**config.mk**
```make
export PLATFORM = sky130hd
export DESIGN_NAME = fan_curve_slew_controller_unit
export DESIGN_NICKNAME = d
export VERILOG_FILES = /design/src/hdl/fcsc_pkg.sv /design/src/hdl/fcsc_curve.sv /design/src/hdl/fan_curve_slew_controller_unit.sv
export SDC_FILE = /design/constraint.sdc
export NUM_CORES = 2
export LEC_CHECK = 0
export BUFFER_PORTS_ARGS = -buffer_cell sky130_fd_sc_hd__buf_2
export CAP_MARGIN = 30
export CELL_PAD_IN_SITES_DETAIL_PLACEMENT = 0
export CELL_PAD_IN_SITES_GLOBAL_PLACEMENT = 2
export CORE_UTILIZATION = 45
export DETAILED_ROUTE_END_ITERATION = 7
export PLACE_DENSITY_LB_ADDON = 0.2
export SETUP_SLACK_MARGIN = 0.4
export SYNTH_ARGS = -nofsm -noshare
export SYNTH_HDL_FRONTEND = slang
export SYNTH_HIERARCHICAL = 1
export SYNTH_SLANG_ARGS = --single-unit
export TNS_END_PERCENT = 100
```
**constraint.sdc**
```tcl
create_clock -name clock -period 22.9 [get_ports clock]
set_clock_uncertainty 0.1 [all_clocks]
set_input_delay 5.725 -clock clock [delete_from_list [all_inputs] [get_ports clock]]
set_output_delay 5.725 -clock clock [all_outputs]
set_load 0.1 [all_outputs]
```
**src/hdl/fcsc_pkg.sv**
```systemverilog
// Package for the fan curve slew controller.
// Transaction, context and configuration types, curve and limit constants.
// No dependencies.
package fcsc_pkg;

   // One fan poll transaction as it enters the block
   typedef struct packed {
      logic [3:0]         fan_index;
      logic signed [15:0] temperature;
      logic               temperature_ok;
      logic [16:0]        fan_min_rpm;
      logic               fan_min_ok;
      logic [16:0]        fan_max_rpm;
      logic               fan_max_ok;
      logic               end_of_poll;
   } item_type;

   // Transaction plus the speed limits in use, carried down the curve pipeline
   typedef struct packed {
      item_type    item;
      logic [16:0] lo;
      logic [16:0] hi;
   } ctx_type;

   typedef struct packed {
      logic [16:0]        base_rpm;
      logic [16:0]        fallback_min_rpm;
      logic [16:0]        fallback_max_rpm;
      logic [11:0]        hold_band;
      logic [11:0]        drop_step_cool;
      logic [11:0]        drop_step_warm;
      logic signed [15:0] drop_switch_temp;
   } cfg_type;

   // Register indexes on the csr port
   localparam logic [2:0] CSR_BASE_RPM         = 3'd0;
   localparam logic [2:0] CSR_FALLBACK_MIN_RPM = 3'd1;
   localparam logic [2:0] CSR_FALLBACK_MAX_RPM = 3'd2;
   localparam logic [2:0] CSR_HOLD_BAND        = 3'd3;
   localparam logic [2:0] CSR_DROP_STEP_COOL   = 3'd4;
   localparam logic [2:0] CSR_DROP_STEP_WARM   = 3'd5;
   localparam logic [2:0] CSR_DROP_SWITCH_TEMP = 3'd6;

   // Curve breakpoints, signed 8.8 degrees C: 55, 60, 70, 80, 90
   localparam logic signed [15:0] CURVE_T0 = 16'sd14080;
   localparam logic signed [15:0] CURVE_T1 = 16'sd15360;
   localparam logic signed [15:0] CURVE_T2 = 16'sd17920;
   localparam logic signed [15:0] CURVE_T3 = 16'sd20480;
   localparam logic signed [15:0] CURVE_T4 = 16'sd23040;

   // Intermediate points: max(base + add, floor), quarter rpm
   localparam logic [17:0] RP1_ADD   = 18'd600;
   localparam logic [17:0] RP1_FLOOR = 18'd7600;
   localparam logic [17:0] RP2_ADD   = 18'd2000;
   localparam logic [17:0] RP2_FLOOR = 18'd9200;
   localparam logic [17:0] RP3_ADD   = 18'd4000;
   localparam logic [17:0] RP3_FLOOR = 18'd12000;

   // Rounding offsets: half of the 1280 and 2560 segment widths
   localparam logic [29:0] HALF_NARROW = 30'd640;
   localparam logic [29:0] HALF_WIDE   = 30'd1280;

   // Divide by 5 via reciprocal: floor(2^22 / 5), then one correction step
   localparam int          RECIP_SHIFT = 22;
   localparam logic [19:0] RECIP_FIVE  = 20'd838860;

   localparam logic [16:0] REJECT_ABOVE = 17'd80000;
   localparam logic [3:0]  PHASE_LAST   = 4'd11;

   localparam logic [16:0] RST_BASE_RPM         = 17'd7000;
   localparam logic [16:0] RST_FALLBACK_MIN_RPM = 17'd4800;
   localparam logic [16:0] RST_FALLBACK_MAX_RPM = 17'd18000;
   localparam logic [11:0] RST_HOLD_BAND        = 12'd160;
   localparam logic [11:0] RST_DROP_STEP_COOL   = 12'd720;
   localparam logic [11:0] RST_DROP_STEP_WARM   = 12'd360;
   localparam logic [15:0] RST_DROP_SWITCH_TEMP = 16'd14848;

endpackage

```
**src/hdl/fcsc_curve.sv**
```systemverilog
// Seven-stage pipeline: speed limits, curve segment select, interpolation
// multiply, rounded divide by the segment width, clamp. Uses fcsc_pkg.
// Holds no per-fan state; stalls stage by stage from the out side.
module fcsc_curve (
   input  logic               clock,
   input  logic               reset,
   input  fcsc_pkg::cfg_type  cfg,
   input  logic               in_valid,
   output logic               in_ready,
   input  fcsc_pkg::item_type in_item,
   output logic               out_valid,
   input  logic               out_ready,
   output fcsc_pkg::ctx_type  out_ctx,
   output logic [16:0]        out_desired
);

   // stage valids and stage-ready chain
   logic a_v_ff, b_v_ff, c_v_ff, d_v_ff, e_v_ff, f_v_ff, g_v_ff;
   logic a_rdy, b_rdy, c_rdy, d_rdy, e_rdy, f_rdy, g_rdy;

   assign g_rdy = !g_v_ff || out_ready;
   assign f_rdy = !f_v_ff || g_rdy;
   assign e_rdy = !e_v_ff || f_rdy;
   assign d_rdy = !d_v_ff || e_rdy;
   assign c_rdy = !c_v_ff || d_rdy;
   assign b_rdy = !b_v_ff || c_rdy;
   assign a_rdy = !a_v_ff || b_rdy;
   assign in_ready = a_rdy;

   always_ff @(posedge clock) begin
      if (reset) begin
         a_v_ff <= 1'b0;
         b_v_ff <= 1'b0;
         c_v_ff <= 1'b0;
         d_v_ff <= 1'b0;
         e_v_ff <= 1'b0;
         f_v_ff <= 1'b0;
         g_v_ff <= 1'b0;
      end else begin
         if (a_rdy) a_v_ff <= in_valid;
         if (b_rdy) b_v_ff <= a_v_ff;
         if (c_rdy) c_v_ff <= b_v_ff;
         if (d_rdy) d_v_ff <= c_v_ff;
         if (e_rdy) e_v_ff <= d_v_ff;
         if (f_rdy) f_v_ff <= e_v_ff;
         if (g_rdy) g_v_ff <= f_v_ff;
      end
   end

   // ---------------- stage A: limits and base point
   fcsc_pkg::ctx_type a_ctx_in, a_ctx_ff;
   logic [16:0]       a_b_in, a_b_ff;

   always_comb begin
      a_ctx_in.item = in_item;
      a_ctx_in.lo   = in_item.fan_min_ok ? in_item.fan_min_rpm : cfg.fallback_min_rpm;
      a_ctx_in.hi   = (in_item.fan_max_ok && (in_item.fan_max_rpm >= a_ctx_in.lo)) ?
                      in_item.fan_max_rpm : cfg.fallback_max_rpm;
      a_b_in        = (cfg.base_rpm > a_ctx_in.lo) ? cfg.base_rpm : a_ctx_in.lo;
   end

   always_ff @(posedge clock) begin
      if (a_rdy) begin
         a_ctx_ff <= a_ctx_in;
         a_b_ff   <= a_b_in;
      end
   end

   // ---------------- stage B: segment select
   fcsc_pkg::ctx_type  b_ctx_ff;
   logic [17:0]        b18, hi18, s1, s2, s3, rp1, rp2, rp3, r0_sel, r1_sel;
   logic signed [15:0] t, t_start, t_diff;
   logic               wide_sel, flat_sel;
   logic [11:0]        b_dt_in, b_dt_ff;
   logic signed [18:0] b_dr_in, b_dr_ff;
   logic [17:0]        b_r0_ff;
   logic               b_wide_ff;

   always_comb begin
      b18  = {1'b0, a_b_ff};
      hi18 = {1'b0, a_ctx_ff.hi};
      s1   = b18 + fcsc_pkg::RP1_ADD;
      s2   = b18 + fcsc_pkg::RP2_ADD;
      s3   = b18 + fcsc_pkg::RP3_ADD;
      rp1  = (s1 > fcsc_pkg::RP1_FLOOR) ? s1 : fcsc_pkg::RP1_FLOOR;
      rp2  = (s2 > fcsc_pkg::RP2_FLOOR) ? s2 : fcsc_pkg::RP2_FLOOR;
      rp3  = (s3 > fcsc_pkg::RP3_FLOOR) ? s3 : fcsc_pkg::RP3_FLOOR;
      t    = a_ctx_ff.item.temperature;

      t_start  = fcsc_pkg::CURVE_T0;
      r0_sel   = b18;
      r1_sel   = b18;
      wide_sel = 1'b0;
      flat_sel = 1'b1;
      if (t <= fcsc_pkg::CURVE_T0) begin
         r0_sel = b18;
         r1_sel = b18;
      end else if (t <= fcsc_pkg::CURVE_T1) begin
         t_start  = fcsc_pkg::CURVE_T0;
         r0_sel   = b18;
         r1_sel   = rp1;
         flat_sel = 1'b0;
      end else if (t <= fcsc_pkg::CURVE_T2) begin
         t_start  = fcsc_pkg::CURVE_T1;
         r0_sel   = rp1;
         r1_sel   = rp2;
         wide_sel = 1'b1;
         flat_sel = 1'b0;
      end else if (t <= fcsc_pkg::CURVE_T3) begin
         t_start  = fcsc_pkg::CURVE_T2;
         r0_sel   = rp2;
         r1_sel   = rp3;
         wide_sel = 1'b1;
         flat_sel = 1'b0;
      end else if (t <= fcsc_pkg::CURVE_T4) begin
         t_start  = fcsc_pkg::CURVE_T3;
         r0_sel   = rp3;
         r1_sel   = hi18;
         wide_sel = 1'b1;
         flat_sel = 1'b0;
      end else begin
         r0_sel = hi18;
         r1_sel = hi18;
      end
      t_diff  = t - t_start;
      b_dt_in = flat_sel ? 12'd0 : t_diff[11:0];
      b_dr_in = $signed({1'b0, r1_sel}) - $signed({1'b0, r0_sel});
   end

   always_ff @(posedge clock) begin
      if (b_rdy) begin
         b_ctx_ff  <= a_ctx_ff;
         b_dt_ff   <= b_dt_in;
         b_dr_ff   <= b_dr_in;
         b_r0_ff   <= r0_sel;
         b_wide_ff <= wide_sel;
      end
   end

   // ---------------- stage C: (t - t0) * (r1 - r0)
   fcsc_pkg::ctx_type  c_ctx_ff;
   logic signed [12:0] dt_s;
   logic signed [31:0] c_n_in, c_n_ff;
   logic [17:0]        c_r0_ff;
   logic               c_wide_ff;

   assign dt_s   = $signed({1'b0, b_dt_ff});
   assign c_n_in = 32'(dt_s) * 32'(b_dr_ff);

   always_ff @(posedge clock) begin
      if (c_rdy) begin
         c_ctx_ff  <= b_ctx_ff;
         c_n_ff    <= c_n_in;
         c_r0_ff   <= b_r0_ff;
         c_wide_ff <= b_wide_ff;
      end
   end

   // ---------------- stage D: magnitude, round, divide by 256 or 512
   fcsc_pkg::ctx_type c2d_ctx_ff;
   logic [31:0]       n_abs;
   logic [29:0]       rnd;
   logic [21:0]       d_y_in, d_y_ff;
   logic              d_neg_ff;
   logic [17:0]       d_r0_ff;

   always_comb begin
      n_abs  = c_n_ff[31] ? 32'(-c_n_ff) : 32'(c_n_ff);
      rnd    = n_abs[29:0] + (c_wide_ff ? fcsc_pkg::HALF_WIDE : fcsc_pkg::HALF_NARROW);
      d_y_in = c_wide_ff ? {1'b0, rnd[29:9]} : rnd[29:8];
   end

   always_ff @(posedge clock) begin
      if (d_rdy) begin
         c2d_ctx_ff <= c_ctx_ff;
         d_y_ff     <= d_y_in;
         d_neg_ff   <= c_n_ff[31];
         d_r0_ff    <= c_r0_ff;
      end
   end

   // ---------------- stage E: reciprocal multiply, estimate of y / 5
   fcsc_pkg::ctx_type e_ctx_ff;
   logic [41:0]       prod;
   logic [19:0]       e_q0_ff;
   logic [21:0]       e_y_ff;
   logic              e_neg_ff;
   logic [17:0]       e_r0_ff;

   assign prod = 42'(d_y_ff) * 42'(fcsc_pkg::RECIP_FIVE);

   always_ff @(posedge clock) begin
      if (e_rdy) begin
         e_ctx_ff <= c2d_ctx_ff;
         e_q0_ff  <= prod[fcsc_pkg::RECIP_SHIFT +: 20];
         e_y_ff   <= d_y_ff;
         e_neg_ff <= d_neg_ff;
         e_r0_ff  <= d_r0_ff;
      end
   end

   // ---------------- stage F: estimate is low by at most one
   fcsc_pkg::ctx_type f_ctx_ff;
   logic [21:0]       five_q, rem;
   logic [19:0]       f_q_in, f_q_ff;
   logic              f_neg_ff;
   logic [17:0]       f_r0_ff;

   always_comb begin
      five_q = {e_q0_ff, 2'b00} + 22'(e_q0_ff);
      rem    = e_y_ff - five_q;
      f_q_in = (rem >= 22'd5) ? e_q0_ff + 20'd1 : e_q0_ff;
   end

   always_ff @(posedge clock) begin
      if (f_rdy) begin
         f_ctx_ff <= e_ctx_ff;
         f_q_ff   <= f_q_in;
         f_neg_ff <= e_neg_ff;
         f_r0_ff  <= e_r0_ff;
      end
   end

   // ---------------- stage G: add to segment start, clamp to limits
   fcsc_pkg::ctx_type  g_ctx_ff;
   logic signed [20:0] sq, des_raw, lo_s, hi_s;
   logic [16:0]        g_des_in, g_des_ff;

   always_comb begin
      sq      = f_neg_ff ? -$signed({1'b0, f_q_ff}) : $signed({1'b0, f_q_ff});
      des_raw = $signed({3'b000, f_r0_ff}) + sq;
      lo_s    = $signed({4'b0000, f_ctx_ff.lo});
      hi_s    = $signed({4'b0000, f_ctx_ff.hi});
      if (des_raw < lo_s) begin
         des_raw = lo_s;
      end
      if (des_raw > hi_s) begin
         des_raw = hi_s;
      end
      g_des_in = des_raw[16:0];
   end

   always_ff @(posedge clock) begin
      if (g_rdy) begin
         g_ctx_ff <= f_ctx_ff;
         g_des_ff <= g_des_in;
      end
   end

   assign out_valid   = g_v_ff;
   assign out_ctx     = g_ctx_ff;
   assign out_desired = g_des_ff;

endmodule

```
**src/hdl/fan_curve_slew_controller_unit.sv**
```systemverilog
// Top level of the fan curve slew controller: csr registers, input register,
// curve pipeline (fcsc_curve), per-fan slew state and result register.
// Uses fcsc_pkg and fcsc_curve.
//
//   channel  dir   handshake               payload
//   req      in    req_valid / req_ready   fan poll transaction, eight fields
//   rsp      out   rsp_valid / rsp_ready   fan number, target, mode, flags
//   csr      in    csr_valid / csr_ready   csr_index, csr_data
//
// One transaction per cycle sustained while rsp_ready is high; each passes from req to rsp
// through the input register, seven curve stages and the result register with slew state.
// Reset is synchronous; it restores register defaults, clears per-fan
// targets and the poll counter. Each stage stalls only when the one behind
// it is full, so bubbles are absorbed. csr_ready is always high.
module fan_curve_slew_controller_unit #(
   parameter int FAN_SLOTS = 16
) (
   input  logic               clock,
   input  logic               reset,
   input  logic               req_valid,
   output logic               req_ready,
   input  logic [3:0]         req_fan_index,
   input  logic signed [15:0] req_temperature,
   input  logic               req_temperature_ok,
   input  logic [16:0]        req_fan_min_rpm,
   input  logic               req_fan_min_ok,
   input  logic [16:0]        req_fan_max_rpm,
   input  logic               req_fan_max_ok,
   input  logic               req_end_of_poll,
   output logic               rsp_valid,
   input  logic               rsp_ready,
   output logic [3:0]         rsp_fan_number,
   output logic [16:0]        rsp_target_rpm,
   output logic               rsp_manual_drive,
   output logic               rsp_target_rejected,
   output logic               rsp_log_now,
   input  logic               csr_valid,
   output logic               csr_ready,
   input  logic [2:0]         csr_index,
   input  logic [16:0]        csr_data
);

   localparam int IDX_W = (FAN_SLOTS > 1) ? $clog2(FAN_SLOTS) : 1;

   // ---------------- configuration registers
   fcsc_pkg::cfg_type cfg_ff;

   assign csr_ready = 1'b1;

   always_ff @(posedge clock) begin
      if (reset) begin
         cfg_ff.base_rpm         <= fcsc_pkg::RST_BASE_RPM;
         cfg_ff.fallback_min_rpm <= fcsc_pkg::RST_FALLBACK_MIN_RPM;
         cfg_ff.fallback_max_rpm <= fcsc_pkg::RST_FALLBACK_MAX_RPM;
         cfg_ff.hold_band        <= fcsc_pkg::RST_HOLD_BAND;
         cfg_ff.drop_step_cool   <= fcsc_pkg::RST_DROP_STEP_COOL;
         cfg_ff.drop_step_warm   <= fcsc_pkg::RST_DROP_STEP_WARM;
         cfg_ff.drop_switch_temp <= $signed(fcsc_pkg::RST_DROP_SWITCH_TEMP);
      end else if (csr_valid) begin
         case (csr_index)
            fcsc_pkg::CSR_BASE_RPM:         cfg_ff.base_rpm         <= csr_data;
            fcsc_pkg::CSR_FALLBACK_MIN_RPM: cfg_ff.fallback_min_rpm <= csr_data;
            fcsc_pkg::CSR_FALLBACK_MAX_RPM: cfg_ff.fallback_max_rpm <= csr_data;
            fcsc_pkg::CSR_HOLD_BAND:        cfg_ff.hold_band        <= csr_data[11:0];
            fcsc_pkg::CSR_DROP_STEP_COOL:   cfg_ff.drop_step_cool   <= csr_data[11:0];
            fcsc_pkg::CSR_DROP_STEP_WARM:   cfg_ff.drop_step_warm   <= csr_data[11:0];
            fcsc_pkg::CSR_DROP_SWITCH_TEMP: cfg_ff.drop_switch_temp <= $signed(csr_data[15:0]);
            default: ;
         endcase
      end
   end

   // ---------------- input register
   logic               s_valid_ff;
   fcsc_pkg::item_type s_item_ff;
   logic               cur_in_ready;

   assign req_ready = !s_valid_ff || cur_in_ready;

   always_ff @(posedge clock) begin
      if (reset) begin
         s_valid_ff <= 1'b0;
      end else if (req_ready) begin
         s_valid_ff <= req_valid;
      end
   end

   always_ff @(posedge clock) begin
      if (req_ready) begin
         s_item_ff.fan_index      <= req_fan_index;
         s_item_ff.temperature    <= req_temperature;
         s_item_ff.temperature_ok <= req_temperature_ok;
         s_item_ff.fan_min_rpm    <= req_fan_min_rpm;
         s_item_ff.fan_min_ok     <= req_fan_min_ok;
         s_item_ff.fan_max_rpm    <= req_fan_max_rpm;
         s_item_ff.fan_max_ok     <= req_fan_max_ok;
         s_item_ff.end_of_poll    <= req_end_of_poll;
      end
   end

   // ---------------- curve pipeline
   logic              g_valid;
   logic              st_ready;
   fcsc_pkg::ctx_type g_ctx;
   logic [16:0]       g_des;

   fcsc_curve u_curve (
      .clock       (clock),
      .reset       (reset),
      .cfg         (cfg_ff),
      .in_valid    (s_valid_ff),
      .in_ready    (cur_in_ready),
      .in_item     (s_item_ff),
      .out_valid   (g_valid),
      .out_ready   (st_ready),
      .out_ctx     (g_ctx),
      .out_desired (g_des)
   );

   // ---------------- slew state and result register
   logic [16:0] last_target_ff [FAN_SLOTS];
   logic [3:0]  poll_phase_ff;
   logic        rsp_valid_ff;
   logic [3:0]  rsp_fan_number_ff;
   logic [16:0] rsp_target_rpm_ff;
   logic        rsp_manual_drive_ff, rsp_target_rejected_ff, rsp_log_now_ff;

   logic              st_fire;
   logic              in_range;
   logic [IDX_W-1:0]  idx;
   logic [16:0]       last, prev, drop, hold, floor_v, d1, d2, diff1, diff2, w;
   logic              reject, lognow;
   logic [3:0]        phase_in;
   logic [3:0]        out_fan_in;
   logic [16:0]       out_target_in;
   logic              out_manual_in, out_rejected_in, out_log_in;

   assign st_ready = !rsp_valid_ff || rsp_ready;
   assign st_fire  = g_valid && st_ready;
   assign in_range = {1'b0, g_ctx.item.fan_index} < 5'(FAN_SLOTS);
   assign idx      = g_ctx.item.fan_index[IDX_W-1:0];

   always_comb begin
      last = in_range ? last_target_ff[idx] : 17'd0;
      prev = (last != 17'd0) ? last : g_des;
      drop = (g_ctx.item.temperature < cfg_ff.drop_switch_temp) ?
             {5'd0, cfg_ff.drop_step_cool} : {5'd0, cfg_ff.drop_step_warm};
      hold = {5'd0, cfg_ff.hold_band};

      // downward slew limit; prev - drop below zero never binds
      floor_v = prev - drop;
      d1 = g_des;
      if ((g_des < prev) && (prev >= drop) && (floor_v > g_des)) begin
         d1 = floor_v;
      end

      diff1 = (d1 >= prev) ? d1 - prev : prev - d1;
      d2    = ((last != 17'd0) && (diff1 < hold)) ? prev : d1;
      diff2 = (d2 >= last) ? d2 - last : last - d2;
      lognow = (last == 17'd0) || (diff2 >= hold) || (poll_phase_ff == 4'd0);

      // written target clamps to raw limits; stored target does not
      w = d2;
      if (g_ctx.item.fan_min_ok && (w < g_ctx.item.fan_min_rpm)) begin
         w = g_ctx.item.fan_min_rpm;
      end
      if (g_ctx.item.fan_max_ok && (w > g_ctx.item.fan_max_rpm)) begin
         w = g_ctx.item.fan_max_rpm;
      end
      reject = w > fcsc_pkg::REJECT_ABOVE;

      out_fan_in      = g_ctx.item.fan_index;
      out_target_in   = 17'd0;
      out_manual_in   = 1'b0;
      out_rejected_in = 1'b0;
      out_log_in      = 1'b0;
      if (g_ctx.item.temperature_ok) begin
         if (!in_range) begin
            out_rejected_in = 1'b1;
         end else begin
            out_target_in   = w;
            out_manual_in   = 1'b1;
            out_rejected_in = reject;
            out_log_in      = lognow && !reject;
         end
      end

      phase_in = (poll_phase_ff >= fcsc_pkg::PHASE_LAST) ? 4'd0 : poll_phase_ff + 4'd1;
   end

   always_ff @(posedge clock) begin
      if (reset) begin
         for (int i = 0; i < FAN_SLOTS; i++) begin
            last_target_ff[i] <= 17'd0;
         end
         poll_phase_ff <= 4'd0;
         rsp_valid_ff  <= 1'b0;
      end else begin
         if (st_ready) begin
            rsp_valid_ff <= g_valid;
         end
         if (st_fire && g_ctx.item.temperature_ok) begin
            if (in_range && !reject) begin
               last_target_ff[idx] <= d2;
            end
            if (g_ctx.item.end_of_poll) begin
               poll_phase_ff <= phase_in;
            end
         end
      end
   end

   always_ff @(posedge clock) begin
      if (st_ready) begin
         rsp_fan_number_ff      <= out_fan_in;
         rsp_target_rpm_ff      <= out_target_in;
         rsp_manual_drive_ff    <= out_manual_in;
         rsp_target_rejected_ff <= out_rejected_in;
         rsp_log_now_ff         <= out_log_in;
      end
   end

   assign rsp_valid           = rsp_valid_ff;
   assign rsp_fan_number      = rsp_fan_number_ff;
   assign rsp_target_rpm      = rsp_target_rpm_ff;
   assign rsp_manual_drive    = rsp_manual_drive_ff;
   assign rsp_target_rejected = rsp_target_rejected_ff;
   assign rsp_log_now         = rsp_log_now_ff;

`ifndef NO_ASSERTIONS
   a_phase_range: assert property (@(posedge clock) disable iff (reset)
      poll_phase_ff <= fcsc_pkg::PHASE_LAST)
      else $error("poll phase out of range");

   a_phase_moves_on_fire: assert property (@(posedge clock) disable iff (reset)
      (!$past(reset) && (poll_phase_ff != $past(poll_phase_ff))) |->
         $past(st_fire && g_ctx.item.temperature_ok && g_ctx.item.end_of_poll))
      else $error("poll phase changed without a completed poll transaction");

   a_auto_is_quiet: assert property (@(posedge clock) disable iff (reset)
      (rsp_valid_ff && !rsp_manual_drive_ff) |->
         (rsp_target_rpm_ff == 17'd0) && !rsp_log_now_ff)
      else $error("automatic-mode result carries a target or log flag");

   a_reject_no_log: assert property (@(posedge clock) disable iff (reset)
      (rsp_valid_ff && rsp_target_rejected_ff) |-> !rsp_log_now_ff)
      else $error("rejected target flagged for logging");

   a_applied_in_range: assert property (@(posedge clock) disable iff (reset)
      (rsp_valid_ff && rsp_manual_drive_ff && !rsp_target_rejected_ff) |->
         (rsp_target_rpm_ff <= fcsc_pkg::REJECT_ABOVE))
      else $error("applied target above the reject limit");
`endif

endmodule
```
==> run summary <==
hpwl dp: 155.5 mm
worst relative slew slack: 31.60%
CTS root buf: clkbuf_16
TritonCTS clock tree: built
Syn Nets: 7672
Critical Path Start Type: flip-flop
clk_lat worst skew: 0.81 ns
Core ar.: 174400 µm²
Remaining DRCs: 0
CP Capture Type: flip-flop
worst setup path startpoint: u_curve/out_ctx[73]$_DFFE_PP_
DIE HEIGHT: 421.5 µm
max-slew violation count: 0
gr usage total: 23.57%
FILL cells: 15310
crit path max fanout: 70
DR WL/cell: 22.81 µm
Starting Density: 45.41%
worst setup path class: reg2reg
status: finished, final reports clean
Critical Path Most Common Cell: a21o_1
Final ANT Viol Nets: 0
Worst path slowest cell: or2_1
Worst-Margin Slew: 1.026 ns
setup_tns: 0 ns
FMAX: 47.00 MHz
nets: 7740
via count: 50410
Final period util: 92.92%
synth warn: 6
clock sinks: 1355
Worst EP arrival: 21.68 ns
area delta synth->final: 10.39%
drt total wl: 208.8 mm
destination of the critical timing path: last_target_ff[12][4]$_SDFFCE_PN0P_
Worst R2R Path Depth: 83
hold_buf cts: 0
R2R Setup Slk: 1.62 ns
Starting DRT DRC Count: 4199
largest net degree at the start of global routing: 92
CP required: 23.30 ns
TritonCTS buffer count: 144
Synth Area per Inst: 11.92 µm²
final RePlAce weighted congestion: 0.9132
cell area after synthesis: 79190 µm²
Syn Inst Count: 6646
grt ovf: 0
fin util: 50.13%
min Tclk post-route: 21.28 ns
max cap viols: 0
slowest stage delay, CP: 0.66 ns
fraction of layout cells with a size suffix above 1: 9.858%
port bufs: 108
Die Wd: 421.5 µm
RSZ-0062 raised after global routing: no
worst r2r src: u_curve/out_ctx[73]$_DFFE_PP_
Final Hold Viols: 0
I/O pin count: 110
initial antenna violation count: 7
Initial DRT Pass Iterations: 6
Hold/Removal Path Class: reg2reg
die footprint: 177700 µm²
clk buf depth: 3
worst reg2reg path endpoint: last_target_ff[12][4]$_SDFFCE_PN0P_
Setup violations, final: 0
H-Tree Depth: 4
Via density: 5.507
first-pass GRT wire length: 317.8 mm
number of global-route vias before repair: 50970
clock-pin slew on the worst setup and hold paths: 0.06 ns
FP Rows: 153
## registers in the layout (all words and copies together) (netlist names), 22 cells and up
register	flops
u_curve/a_ctx_ff	76
u_curve/e_y_ff	22
last_target_ff	272
u_curve/out_ctx	58
cfg_ff	103
u_curve/c_n_ff	31
u_curve/c_ctx_ff	92
u_curve/f_ctx_ff	92
u_curve/b_ctx_ff	92
u_curve/d_y_ff	22
s_item_ff	58
u_curve/c2d_ctx_ff	92
u_curve/e_ctx_ff	92
## area by class of cell
type / count / area [µm²] / share of cell area, %
antenna: 2 / 5.005 / 0.005725
tap: 2325 / 2909 / 3.328
sequential: 1355 / 39530 / 45.22
clock inverter: 89 / 1297 / 1.484
timing repair buffer: 213 / 1424 / 1.629
clock buffer: 170 / 3754 / 4.294
multi-input combinational: 4248 / 35670 / 40.80
inverter: 752 / 2834 / 3.242
## cells in the final DEF, fill, tap and decap left out, types with 31 or more instances in the layout
| cell | n |
|---|---|
| dfxtp_1 | 116 |
| mux2_2 | 77 |
| nand3b_1 | 40 |
| a21o_1 | 107 |
| nor2_1 | 241 |
| nor3_1 | 358 |
| o21a_1 | 42 |
| mux4_2 | 68 |
| a211oi_1 | 51 |
| nand2b_1 | 46 |
| nor2b_1 | 58 |
| clkbuf_16 | 146 |
| buf_2 | 108 |
| o21ai_0 | 203 |
| a22oi_1 | 39 |
| mux2i_1 | 55 |
| a21oi_1 | 337 |
| a31oi_1 | 38 |
| fa_1 | 378 |
| inv_1 | 745 |
| nand2_1 | 573 |
| xor2_1 | 69 |
| nor4_1 | 31 |
| nand4_1 | 63 |
| xnor2_1 | 159 |
| and3_1 | 34 |
| edfxtp_1 | 1239 |
| nand3_1 | 89 |
| and2_1 | 149 |
| buf_4 | 98 |
| ha_1 | 565 |
## per-layer routing
metal | track usage (%) | vias to the layer above | part of all wire, %
met4 | 6.806 | 0 | 2.6
li1 | - | 23770 | -
met5 | 0 | - | 0
met1 | 33.89 | 25170 | 46
met2 | 37.53 | 1201 | 47
met3 | 2.840 | 261 | 4.4
## worst max-delay path: cells and delay by family, from the launching register on
family,cells,cell delay (ns)
AO/OA/AOI/OAI,41,9.82
XOR/XNOR,2,0.39
adder cells (fa/ha/maj),8,2.49
buffers and inverters,9,2.29
flip-flops,1,0.38
multiplexers,3,1.09
AND/OR/NAND/NOR,20,4.18
## stage by stage
stage               setup WS, ns  hold WS [ns]  cells  area, µm²
floorplan                  2.980        0.3003   6646      79190
global placement           2.207        0.3001   8885      82260
detailed placement         1.845        0.3045   8889      82310
CTS                        1.752        0.2916   9148      87360
global route              0.3594        0.3071   9153      87420
finish                     1.622        0.2986   9154      87420
## how the worst min path moves through the flow
stage | start | to | depth (start not counted)
2_1_floorplan | s_item_ff[0]$_DFFE_PP_ | u_curve/a_ctx_ff[34]$_DFFE_PP_ | 0
3_3_place_gp | u_curve/a_ctx_ff[24]$_DFFE_PP_ | u_curve/b_ctx_ff[24]$_DFFE_PP_ | 0
3_5_place_dp | s_item_ff[54]$_DFFE_PP_ | u_curve/a_ctx_ff[88]$_DFFE_PP_ | 0
4_1_cts | u_curve/c2d_ctx_ff[45]$_DFFE_PP_ | u_curve/e_ctx_ff[45]$_DFFE_PP_ | 0
5_1_grt | u_curve/f_ctx_ff[71]$_DFFE_PP_ | u_curve/out_ctx[71]$_DFFE_PP_ | 0
6_report | u_curve/c_r0_ff[8]$_DFFE_PP_ | u_curve/d_r0_ff[8]$_DFFE_PP_ | 0
## repair_timing
item | CTS | global route
buffers inserted | 0 | 4
resized for setup | 0 | 3
setup endpoints to repair | 0 | 500
Power is left out: the tool's default activity adds up to more than one toggle a clock period on the data nets, which glitch-free logic cannot reach.
